`src/sce_pkg.sv`:
```
// ----------------------------------------------------------------------------
// sce_pkg: shared constants and types for the stack command engine
// Command and status codes, stack sizing, and the control and status bundles
// passed between the controller and the datapath.
// ----------------------------------------------------------------------------
`default_nettype none

package sce_pkg;

    // Stack sizing
    localparam int STACK_DEPTH = 64;
    localparam int CNT_W       = $clog2(STACK_DEPTH + 1);
    localparam int ADDR_W      = $clog2(STACK_DEPTH);
    localparam int DATA_W      = 32;

    // Command codes
    localparam logic [2:0] CMD_PUSH = 3'd0;
    localparam logic [2:0] CMD_LIST = 3'd1;
    localparam logic [2:0] CMD_PEEK = 3'd2;
    localparam logic [2:0] CMD_POP  = 3'd3;
    localparam logic [2:0] CMD_SWAP = 3'd4;

    // Result status codes
    localparam logic [2:0] ST_OK    = 3'd0;
    localparam logic [2:0] ST_NOARG = 3'd1;
    localparam logic [2:0] ST_EMPTY = 3'd2;
    localparam logic [2:0] ST_SHORT = 3'd3;
    localparam logic [2:0] ST_FULL  = 3'd4;

    // Controller to datapath commands
    typedef struct packed {
        logic       push;      // write value at count, count + 1
        logic       pop;       // count - 1
        logic       rd_top;    // read top two entries, list index = top
        logic       rd_next;   // list index - 1, read that entry
        logic       wr_hi;     // top entry <= second entry (read copy)
        logic       wr_lo;     // second entry <= top entry (read copy)
        logic       out_load;  // load the output register
        logic [2:0] out_status;
        logic       out_has_data;
        logic       out_last;
    } dp_cmd_t;

    // Datapath to controller status
    typedef struct packed {
        logic empty;     // no entries
        logic short_stk; // fewer than two entries
        logic full;      // count at depth
        logic idx_zero;  // list index at bottom entry
        logic out_free;  // output register can take a word this cycle
    } dp_stat_t;

endpackage

`default_nettype wire

```
`src/sce_dp.sv`:
```
// ----------------------------------------------------------------------------
// sce_dp: stack datapath
// Stack memory with one write port and two registered read ports, the entry
// count, the list index, and the output word register.
// ----------------------------------------------------------------------------
`default_nettype none

module sce_dp (
    input  wire logic                          clk,
    input  wire logic                          rst_n,
    input  wire sce_pkg::dp_cmd_t              cmd,
    output sce_pkg::dp_stat_t                  stat,
    input  wire logic signed [31:0]            value,
    output logic                               out_valid,
    input  wire logic                          out_stall,
    output logic [2:0]                         status,
    output logic                               has_data,
    output logic signed [31:0]                 data,
    output logic                               last
);
    import sce_pkg::*;

    logic [DATA_W-1:0] mem [STACK_DEPTH];

    logic [CNT_W-1:0]  count_reg, count_next;
    logic [ADDR_W-1:0] idx_reg, idx_next;
    logic [DATA_W-1:0] rd_a_reg, rd_b_reg;
    logic              out_valid_reg, out_valid_next;
    logic [2:0]        status_reg;
    logic              has_data_reg;
    logic [DATA_W-1:0] data_reg;
    logic              last_reg;

    logic [CNT_W-1:0]  top_cnt, sec_cnt;
    logic [ADDR_W-1:0] top_addr, sec_addr, idx_dec;
    logic [ADDR_W-1:0] rd_a_addr, wr_addr;
    logic [DATA_W-1:0] wr_data;
    logic              wr_en, rd_en;

    // Address arithmetic
    assign top_cnt  = count_reg - CNT_W'(1);
    assign sec_cnt  = count_reg - CNT_W'(2);
    assign top_addr = top_cnt[ADDR_W-1:0];
    assign sec_addr = sec_cnt[ADDR_W-1:0];
    assign idx_dec  = idx_reg - ADDR_W'(1);

    // Status back to the controller
    assign stat.empty     = (count_reg == '0);
    assign stat.short_stk = (count_reg < CNT_W'(2));
    assign stat.full      = (count_reg == CNT_W'(STACK_DEPTH));
    assign stat.idx_zero  = (idx_reg == '0);
    assign stat.out_free  = !out_valid_reg || !out_stall;

    // Memory port selection
    always_comb
    begin
        wr_en     = cmd.push || cmd.wr_hi || cmd.wr_lo;
        wr_addr   = top_addr;
        wr_data   = rd_b_reg;
        rd_en     = cmd.rd_top || cmd.rd_next;
        rd_a_addr = cmd.rd_top ? top_addr : idx_dec;
        if (cmd.push)
        begin
            wr_addr = count_reg[ADDR_W-1:0];
            wr_data = value;
        end
        else if (cmd.wr_lo)
        begin
            wr_addr = sec_addr;
            wr_data = rd_a_reg;
        end
    end

    // Memory write port
    always_ff @(posedge clk)
    begin
        if (wr_en)
        begin
            mem[wr_addr] <= wr_data;
        end
    end

    // Memory read ports, registered
    always_ff @(posedge clk)
    begin
        if (rd_en)
        begin
            rd_a_reg <= mem[rd_a_addr];
            rd_b_reg <= mem[sec_addr];
        end
    end

    // Count, list index and output valid
    always_comb
    begin
        count_next = count_reg;
        if (cmd.push)
        begin
            count_next = count_reg + CNT_W'(1);
        end
        else if (cmd.pop)
        begin
            count_next = top_cnt;
        end

        idx_next = idx_reg;
        if (cmd.rd_top)
        begin
            idx_next = top_addr;
        end
        else if (cmd.rd_next)
        begin
            idx_next = idx_dec;
        end

        out_valid_next = out_valid_reg && out_stall;
        if (cmd.out_load)
        begin
            out_valid_next = 1'b1;
        end
    end

    always_ff @(posedge clk or negedge rst_n)
    begin
        if (!rst_n)
        begin
            count_reg     <= '0;
            idx_reg       <= '0;
            out_valid_reg <= 1'b0;
        end
        else
        begin
            count_reg     <= count_next;
            idx_reg       <= idx_next;
            out_valid_reg <= out_valid_next;
        end
    end

    // Output word payload
    always_ff @(posedge clk)
    begin
        if (cmd.out_load)
        begin
            status_reg   <= cmd.out_status;
            has_data_reg <= cmd.out_has_data;
            data_reg     <= cmd.out_has_data ? rd_a_reg : '0;
            last_reg     <= cmd.out_last;
        end
    end

    assign out_valid = out_valid_reg;
    assign status    = status_reg;
    assign has_data  = has_data_reg;
    assign data      = data_reg;
    assign last      = last_reg;

    // Checks
    a_count_bound: assert property (@(posedge clk) disable iff (!rst_n)
        count_reg <= CNT_W'(STACK_DEPTH))
        else $error("entry count beyond depth");

    a_push_room: assert property (@(posedge clk) disable iff (!rst_n)
        cmd.push |-> (count_reg < CNT_W'(STACK_DEPTH)))
        else $error("push issued on full stack");

    a_pop_nonempty: assert property (@(posedge clk) disable iff (!rst_n)
        cmd.pop |-> (count_reg != '0))
        else $error("pop issued on empty stack");

    a_no_overwrite: assert property (@(posedge clk) disable iff (!rst_n)
        cmd.out_load |-> (!out_valid_reg || !out_stall))
        else $error("output word overwritten while stalled");

endmodule

`default_nettype wire

```
`src/sce_ctrl.sv`:
```
// ----------------------------------------------------------------------------
// sce_ctrl: stack command controller
// Decodes each command word, sequences memory reads, swap writes and list
// output, and holds a pending result while the output register is busy.
// ----------------------------------------------------------------------------
`default_nettype none

module sce_ctrl (
    input  wire logic          clk,
    input  wire logic          rst_n,
    input  wire logic          in_valid,
    output logic               in_stall,
    input  wire logic [2:0]    cmd_code,
    input  wire logic          has_value,
    input  wire sce_pkg::dp_stat_t stat,
    output sce_pkg::dp_cmd_t   dp
);
    import sce_pkg::*;

    localparam logic [2:0] S_IDLE   = 3'd0;
    localparam logic [2:0] S_READ   = 3'd1;
    localparam logic [2:0] S_SWAP1  = 3'd2;
    localparam logic [2:0] S_SWAP2  = 3'd3;
    localparam logic [2:0] S_RESULT = 3'd4;

    logic [2:0] state_reg, state_next;
    logic [2:0] res_status_reg, res_status_next;
    logic       list_reg, list_next;

    logic       imm;
    logic [2:0] imm_status;

    // Next state and datapath commands
    always_comb
    begin
        state_next      = state_reg;
        res_status_next = res_status_reg;
        list_next       = list_reg;
        dp              = '0;
        imm             = 1'b0;
        imm_status      = ST_OK;
        in_stall        = (state_reg != S_IDLE);

        case (state_reg)
            S_IDLE:
            begin
                if (in_valid)
                begin
                    case (cmd_code)
                        CMD_PUSH:
                        begin
                            imm = 1'b1;
                            if (!has_value)
                            begin
                                imm_status = ST_NOARG;
                            end
                            else if (stat.full)
                            begin
                                imm_status = ST_FULL;
                            end
                            else
                            begin
                                dp.push = 1'b1;
                            end
                        end
                        CMD_LIST:
                        begin
                            if (stat.empty)
                            begin
                                imm = 1'b1;
                            end
                            else
                            begin
                                dp.rd_top  = 1'b1;
                                list_next  = 1'b1;
                                state_next = S_READ;
                            end
                        end
                        CMD_PEEK:
                        begin
                            if (stat.empty)
                            begin
                                imm        = 1'b1;
                                imm_status = ST_EMPTY;
                            end
                            else
                            begin
                                dp.rd_top  = 1'b1;
                                list_next  = 1'b0;
                                state_next = S_READ;
                            end
                        end
                        CMD_POP:
                        begin
                            imm = 1'b1;
                            if (stat.empty)
                            begin
                                imm_status = ST_EMPTY;
                            end
                            else
                            begin
                                dp.pop = 1'b1;
                            end
                        end
                        CMD_SWAP:
                        begin
                            if (stat.short_stk)
                            begin
                                imm        = 1'b1;
                                imm_status = ST_SHORT;
                            end
                            else
                            begin
                                dp.rd_top  = 1'b1;
                                state_next = S_SWAP1;
                            end
                        end
                        default:
                        begin
                            // unknown command: dropped without a result
                        end
                    endcase

                    // single-word result: send now or park it
                    if (imm)
                    begin
                        if (stat.out_free)
                        begin
                            dp.out_load   = 1'b1;
                            dp.out_status = imm_status;
                            dp.out_last   = 1'b1;
                        end
                        else
                        begin
                            res_status_next = imm_status;
                            state_next      = S_RESULT;
                        end
                    end
                end
            end
            S_READ:
            begin
                // one word per entry read; peek stops after the first
                if (stat.out_free)
                begin
                    dp.out_load     = 1'b1;
                    dp.out_status   = ST_OK;
                    dp.out_has_data = 1'b1;
                    dp.out_last     = !list_reg || stat.idx_zero;
                    if (!list_reg || stat.idx_zero)
                    begin
                        state_next = S_IDLE;
                    end
                    else
                    begin
                        dp.rd_next = 1'b1;
                    end
                end
            end
            S_SWAP1:
            begin
                dp.wr_hi   = 1'b1;
                state_next = S_SWAP2;
            end
            S_SWAP2:
            begin
                dp.wr_lo        = 1'b1;
                res_status_next = ST_OK;
                state_next      = S_RESULT;
            end
            S_RESULT:
            begin
                if (stat.out_free)
                begin
                    dp.out_load   = 1'b1;
                    dp.out_status = res_status_reg;
                    dp.out_last   = 1'b1;
                    state_next    = S_IDLE;
                end
            end
            default:
            begin
                state_next = S_IDLE;
            end
        endcase
    end

    always_ff @(posedge clk or negedge rst_n)
    begin
        if (!rst_n)
        begin
            state_reg      <= S_IDLE;
            res_status_reg <= ST_OK;
            list_reg       <= 1'b0;
        end
        else
        begin
            state_reg      <= state_next;
            res_status_reg <= res_status_next;
            list_reg       <= list_next;
        end
    end

    // Checks
    a_swap_seq: assert property (@(posedge clk) disable iff (!rst_n)
        (state_reg == S_SWAP1) |=> (state_reg == S_SWAP2))
        else $error("swap write sequence broken");

    a_swap_rd: assert property (@(posedge clk) disable iff (!rst_n)
        dp.rd_top && (state_reg == S_IDLE) && (cmd_code == CMD_SWAP)
        |=> (state_reg == S_SWAP1))
        else $error("swap read not followed by write");

    a_one_mem_op: assert property (@(posedge clk) disable iff (!rst_n)
        $onehot0({dp.push, dp.pop, dp.rd_top, dp.rd_next, dp.wr_hi, dp.wr_lo}))
        else $error("conflicting datapath operations");

endmodule

`default_nettype wire

```
`src/stack_command_engine.sv`:
```
// ----------------------------------------------------------------------------
// stack_command_engine: bounded LIFO stack of signed 32-bit values
// Executes push, list all, peek, pop and swap commands and returns status
// words; list all returns one word per entry from top to bottom (one if empty).
// ----------------------------------------------------------------------------
// Timing: push, pop and every error return their word in the cycle after
// the command is taken if the output register is free, and the next command
// may follow at once; else the word waits and the input stalls. Peek waits
// on the registered memory read port. Swap reads both top entries, then
// writes twice through the single write port, then returns the result. List
// all reads the top entry, then returns one word per entry while the output
// is not stalled. The input also stalls while a peek, swap or list all runs;
// a finished word may wait in the output register while the next command is
// taken. Memory is not cleared at reset; only entries pushed are read.
`default_nettype none

module stack_command_engine (
    input  wire logic               clk,
    input  wire logic               rst_n,
    input  wire logic               in_valid,
    output logic                    in_stall,
    input  wire logic [2:0]         cmd,
    input  wire logic               has_value,
    input  wire logic signed [31:0] value,
    output logic                    out_valid,
    input  wire logic               out_stall,
    output logic [2:0]              status,
    output logic                    has_data,
    output logic signed [31:0]      data,
    output logic                    last
);
    import sce_pkg::*;

    dp_cmd_t  dp_cmd;
    dp_stat_t dp_stat;

    sce_ctrl u_ctrl (
        .clk       (clk),
        .rst_n     (rst_n),
        .in_valid  (in_valid),
        .in_stall  (in_stall),
        .cmd_code  (cmd),
        .has_value (has_value),
        .stat      (dp_stat),
        .dp        (dp_cmd)
    );

    sce_dp u_dp (
        .clk       (clk),
        .rst_n     (rst_n),
        .cmd       (dp_cmd),
        .stat      (dp_stat),
        .value     (value),
        .out_valid (out_valid),
        .out_stall (out_stall),
        .status    (status),
        .has_data  (has_data),
        .data      (data),
        .last      (last)
    );

endmodule

`default_nettype wire

```
`config.mk`:
```
export PLATFORM = sky130hd
export DESIGN_NAME = stack_command_engine
export DESIGN_NICKNAME = d
export VERILOG_FILES = /design/src/sce_pkg.sv /design/src/sce_dp.sv /design/src/sce_ctrl.sv /design/src/stack_command_engine.sv
export SDC_FILE = /design/constraint.sdc
export NUM_CORES = 2
export LEC_CHECK = 0
export BUFFER_PORTS_ARGS = -buffer_cell sky130_fd_sc_hd__buf_2
export CAP_MARGIN = 20
export CORE_AREA = 2 2 485 487
export CTS_BUF_LIST = sky130_fd_sc_hd__clkbuf_4
export CTS_CLUSTER_SIZE = 10
export DETAILED_ROUTE_END_ITERATION = 10
export DIE_AREA = 0 0 487 489
export GPL_ROUTABILITY_DRIVEN = 0
export MAX_ROUTING_LAYER = met4
export SLEW_MARGIN = 5
export SYNTH_ARGS = -nofsm -noshare
export SYNTH_HDL_FRONTEND = slang
export SYNTH_SLANG_ARGS = --single-unit
```
`constraint.sdc`:
```
create_clock -name clk -period 5.95 [get_ports clk]
set_input_delay 0.595 -clock clk [delete_from_list [all_inputs] [get_ports clk]]
set_output_delay 0.595 -clock clk [all_outputs]
set_load 0.03 [all_outputs]
```
==> results.json <==
{
  "status": "finished, violations left",
  "failed_checks": "max-slew violations",
  "synth_area_sq_mm": 0.104,
  "post-place-ws_ns": 0.525,
  "reg2reg_depth": 12,
  "synth_top_cell_by_area": "edfxtp_1",
  "yosys-top-cells-count": "2,149 x edfxtp_1, 885 x nand3_1, 885 x o21ai_0, 809 x a21oi_1, 730 x mux4_2",
  "io_buffers": 78,
  "max_freq_mhz": 179,
  "crit_slowest_cell": "a211oi_2",
  "cts_root_buf": "clkbuf_4",
  "syn_inst": 7253,
  "drtPass1Iterations": 10,
  "rsz0062_at_grt": "no",
  "num_vias": 79000,
  "top_layer": "met4",
  "cpPeakStageDelay_ns": 0.90,
  "yosysSeqAreaShare": 0.624,
  "layout-drive-gt1-share": 0.272,
  "core_area_sq_mm": 0.234,
  "slew_headroom": -0.0274,
  "grt_pass1_wl_microns": 569000,
  "r2r_setup_slack_ns": 0.35,
  "numCtsBuffers": 591,
  "critPathMaxFanout": 54,
  "grt-ovfl-total": 0,
  "routed_wl_microns": 409000,
  "tightestPinTransition_ns": 1.54,
  "final.setup.tns_ns": 0,
  "top_register": "u_dp.mem",
  "p_seq_frac": 0.290,
  "post-route-worst-setup-slack_ns": 0.354,
  "power.density_mw_per_mm2": 623,
  "swShare": 0.445,
  "r2r-end": "u_dp.rd_a_reg[4]",
  "netSwitchingPower_mw": 32.7,
  "initial_core_util": 0.447,
  "min_period_ns": 5.60,
  "worst_hold_path_type": "in2reg",
  "syn-num-nets": 7300,
  "htree_levels": 6,
  "ys_warn_count": 0,
  "final_max_slew_viol_count": 61,
  "synthTopCellsByArea": "edfxtp_1 62%, mux4_2 16%, nand3_1 4.2%, o21ai_0 4.2%, a21oi_1 3.9%",
  "via_per_inst": 7.18,
  "area_delta_synth_final_pct": 13.0,
  "fin_worst_skew_ns": 0.116,
  "cts_tree": "built",
  "worstPathRequired_ns": 7.10,
  "hold_violations": 0,
  "ys_async_sr_fraction": 0.00968,
  "synth_edf_count": 2149,
  "whs_path_depth": 4,
  "first_iter_violations": 13700,
  "fin_cells": 11000,
  "die_area_sq_mm": 0.238,
  "drc": 0,
  "clockPowerShare": 0.178,
  "regToRegStartpoint": "u_dp.count_reg[2]",
  "grt_max_degree": 195,
  "ys_seq_elements": 2170,
  "ir_drop_mv": 0.938,
  "synth.most_common_cell": "edfxtp_1",
  "ioPinCount": 79,
  "finalCritPeriodShare": 0.941,
  "grt_pass1_vias": 75900,
  "hpwl_microns": 221000,
  "path_depth": 12,
  "clock_latency_ns": 1.48,
  "syn_avg_cell_area_sq_um": 14.4,
  "cp.arrival_ns": 6.75,
  "finalSetupViolCount": 0,
  "cts_resized": 0,
  "post-place-cells": 9983,
  "end_kind": "flop",
  "synth_cell_type_count": 81,
  "final_nets": 7606,
  "cts.clk_slew.worst_paths_ns": 0.06,
  "internal-power_mw": 40.8,
  "wl_per_cell_microns": 37.2,
  "met2_length_microns": 176000,
  "cts_setup_buffers": 0,
  "clk_path_buf_depth": 4,
  "min_to": "u_dp.mem[56][9]",
  "antenna_found_initial": 19,
  "grt_util_all_layers": 0.348,
  "min-delay-start": "value[9]",
  "cp_cell_sequence": "inv_1 -> ha_1 -> nor2b_1 -> a211oi_2 -> nor3_4 -> buf_4 -> mux2i_4 -> buf_12 -> a21oi_1 -> nor4_1 -> o22ai_1 -> a311o_1",
  "die_h_microns": 489,
  "drv_cap": 0,
  "cp_num_buf_inv": 3,
  "p_leak_nw": 37.4,
  "final_antenna_net_count": 0,
  "cts_sinks": 2170,
  "synth_top_flop_cell": "edfxtp_1",
  "wl_met1_microns": 140000,
  "worstSetupPathType": "reg2reg",
  "pwr-share-comb": 0.532,
  "die_w_microns": 487,
  "cp-start-kind": "flop",
  "dr_wl_met3_microns": 66100,
  "synth_top_area_share": 0.619,
  "cp_top_family": "compound AO/OA/AOI/OAI gates",
  "largest_register_ffs": 2048,
  "fp-row-count": 178
}
[layer usage]
layer / global-route usage / up-vias
li1: - / 30600
met1: 0.440 / 39800
met2: 0.485 / 7250
met3: 0.123 / 1447
met4: 0.203 / 0
met5: - / -
[how the worst max path moves through the flow]
stage / from / end / slack, ns
after floorplan: u_dp.count_reg[1] / u_dp.idx_reg[2] / 0.13
after global placement: u_dp.count_reg[1] / u_dp.rd_a_reg[13] / 0.66
after detailed placement: u_dp.count_reg[2] / u_dp.rd_a_reg[12] / 0.53
after CTS: u_dp.count_reg[2] / u_dp.rd_a_reg[12] / 0.48
after global routing: u_dp.count_reg[2] / u_dp.rd_a_reg[13] / 0.21
final: u_dp.count_reg[2] / u_dp.rd_a_reg[4] / 0.35
[power groups by stage]
| stage | Clock (mW) | Sequential [mW] | Combinational (mW) |
|---|---|---|---|
| 3_3_place_gp | 0 | 21.6 | 37.4 |
| 6_report | 13.1 | 21.3 | 39.0 |
| 5_1_grt | 14.0 | 21.3 | 40.4 |
| 4_1_cts | 13.2 | 21.3 | 37.9 |
| 3_5_place_dp | 0 | 21.6 | 37.8 |
| 2_1_floorplan | 0 | 21.8 | 23.3 |
[tightest hold or removal path, cell delays in order]
cell     delay [ns]
buf_2          0.14
nor2_1         0.15
buf_6          0.20
a31oi_4        0.15
[final cells by class]
type	instances	area [sq um]
Sequential cell	2170	65100
Fill cell	19400	116000
Antenna cell	19	47.5
Timing Repair Buffer	438	4300
Multi-Input combinational cell	4331	37600
Inverter	27	101
Clock buffer	824	6190
Tap cell	3060	3830
Clock inverter	140	798
[cell families (layout without fill, tap and decap cells)]
family	Yosys count	in the layout	synth area share
flip-flops	2170	2170	0.624
AO/OA/AOI/OAI	2105	2105	0.114
AND/OR/NAND/NOR	1409	1409	0.0685
multiplexers	791	791	0.164
buffers and inverters	752	1429	0.0278
XOR/XNOR	19	19	0.00160
adder cells (fa/ha/maj)	7	7	0.000839
other	0	19	0
[through the flow]
stage | hold WS, ns | area, sq um | power [mW] | utilization
global route | 0.0167 | 118000 | 75.8 | 0.505
CTS | 0.00341 | 118000 | 72.4 | 0.504
global placement | 0.523 | 110000 | 59.0 | 0.472
finish | 0.00429 | 118000 | 73.5 | 0.505
floorplan | 0.299 | 104000 | 45.0 | -
detailed placement | 0.517 | 110000 | 59.4 | 0.472
[timing repair]
item                                   in CTS  in global routing
hold buffers                               33                  1
endpoints found under the hold margin     740                  6
setup endpoints to repair                   0                  0
[placed cells by master, fill, tap and decap left out, drive strengths merged, types with 122 or more instances in the layout]
cell | netlist | routed
edfxtp | 2149 | 2149
o21ai | 886 | 886
nand3 | 885 | 885
clkbuf | 576 | 825
a21oi | 809 | 809
mux4 | 730 | 730
buf | 149 | 403
nand2 | 131 | 131
o41ai | 126 | 126
nor2 | 126 | 126
clkinv | 1 | 122
(Power assumes the default switching activity.)
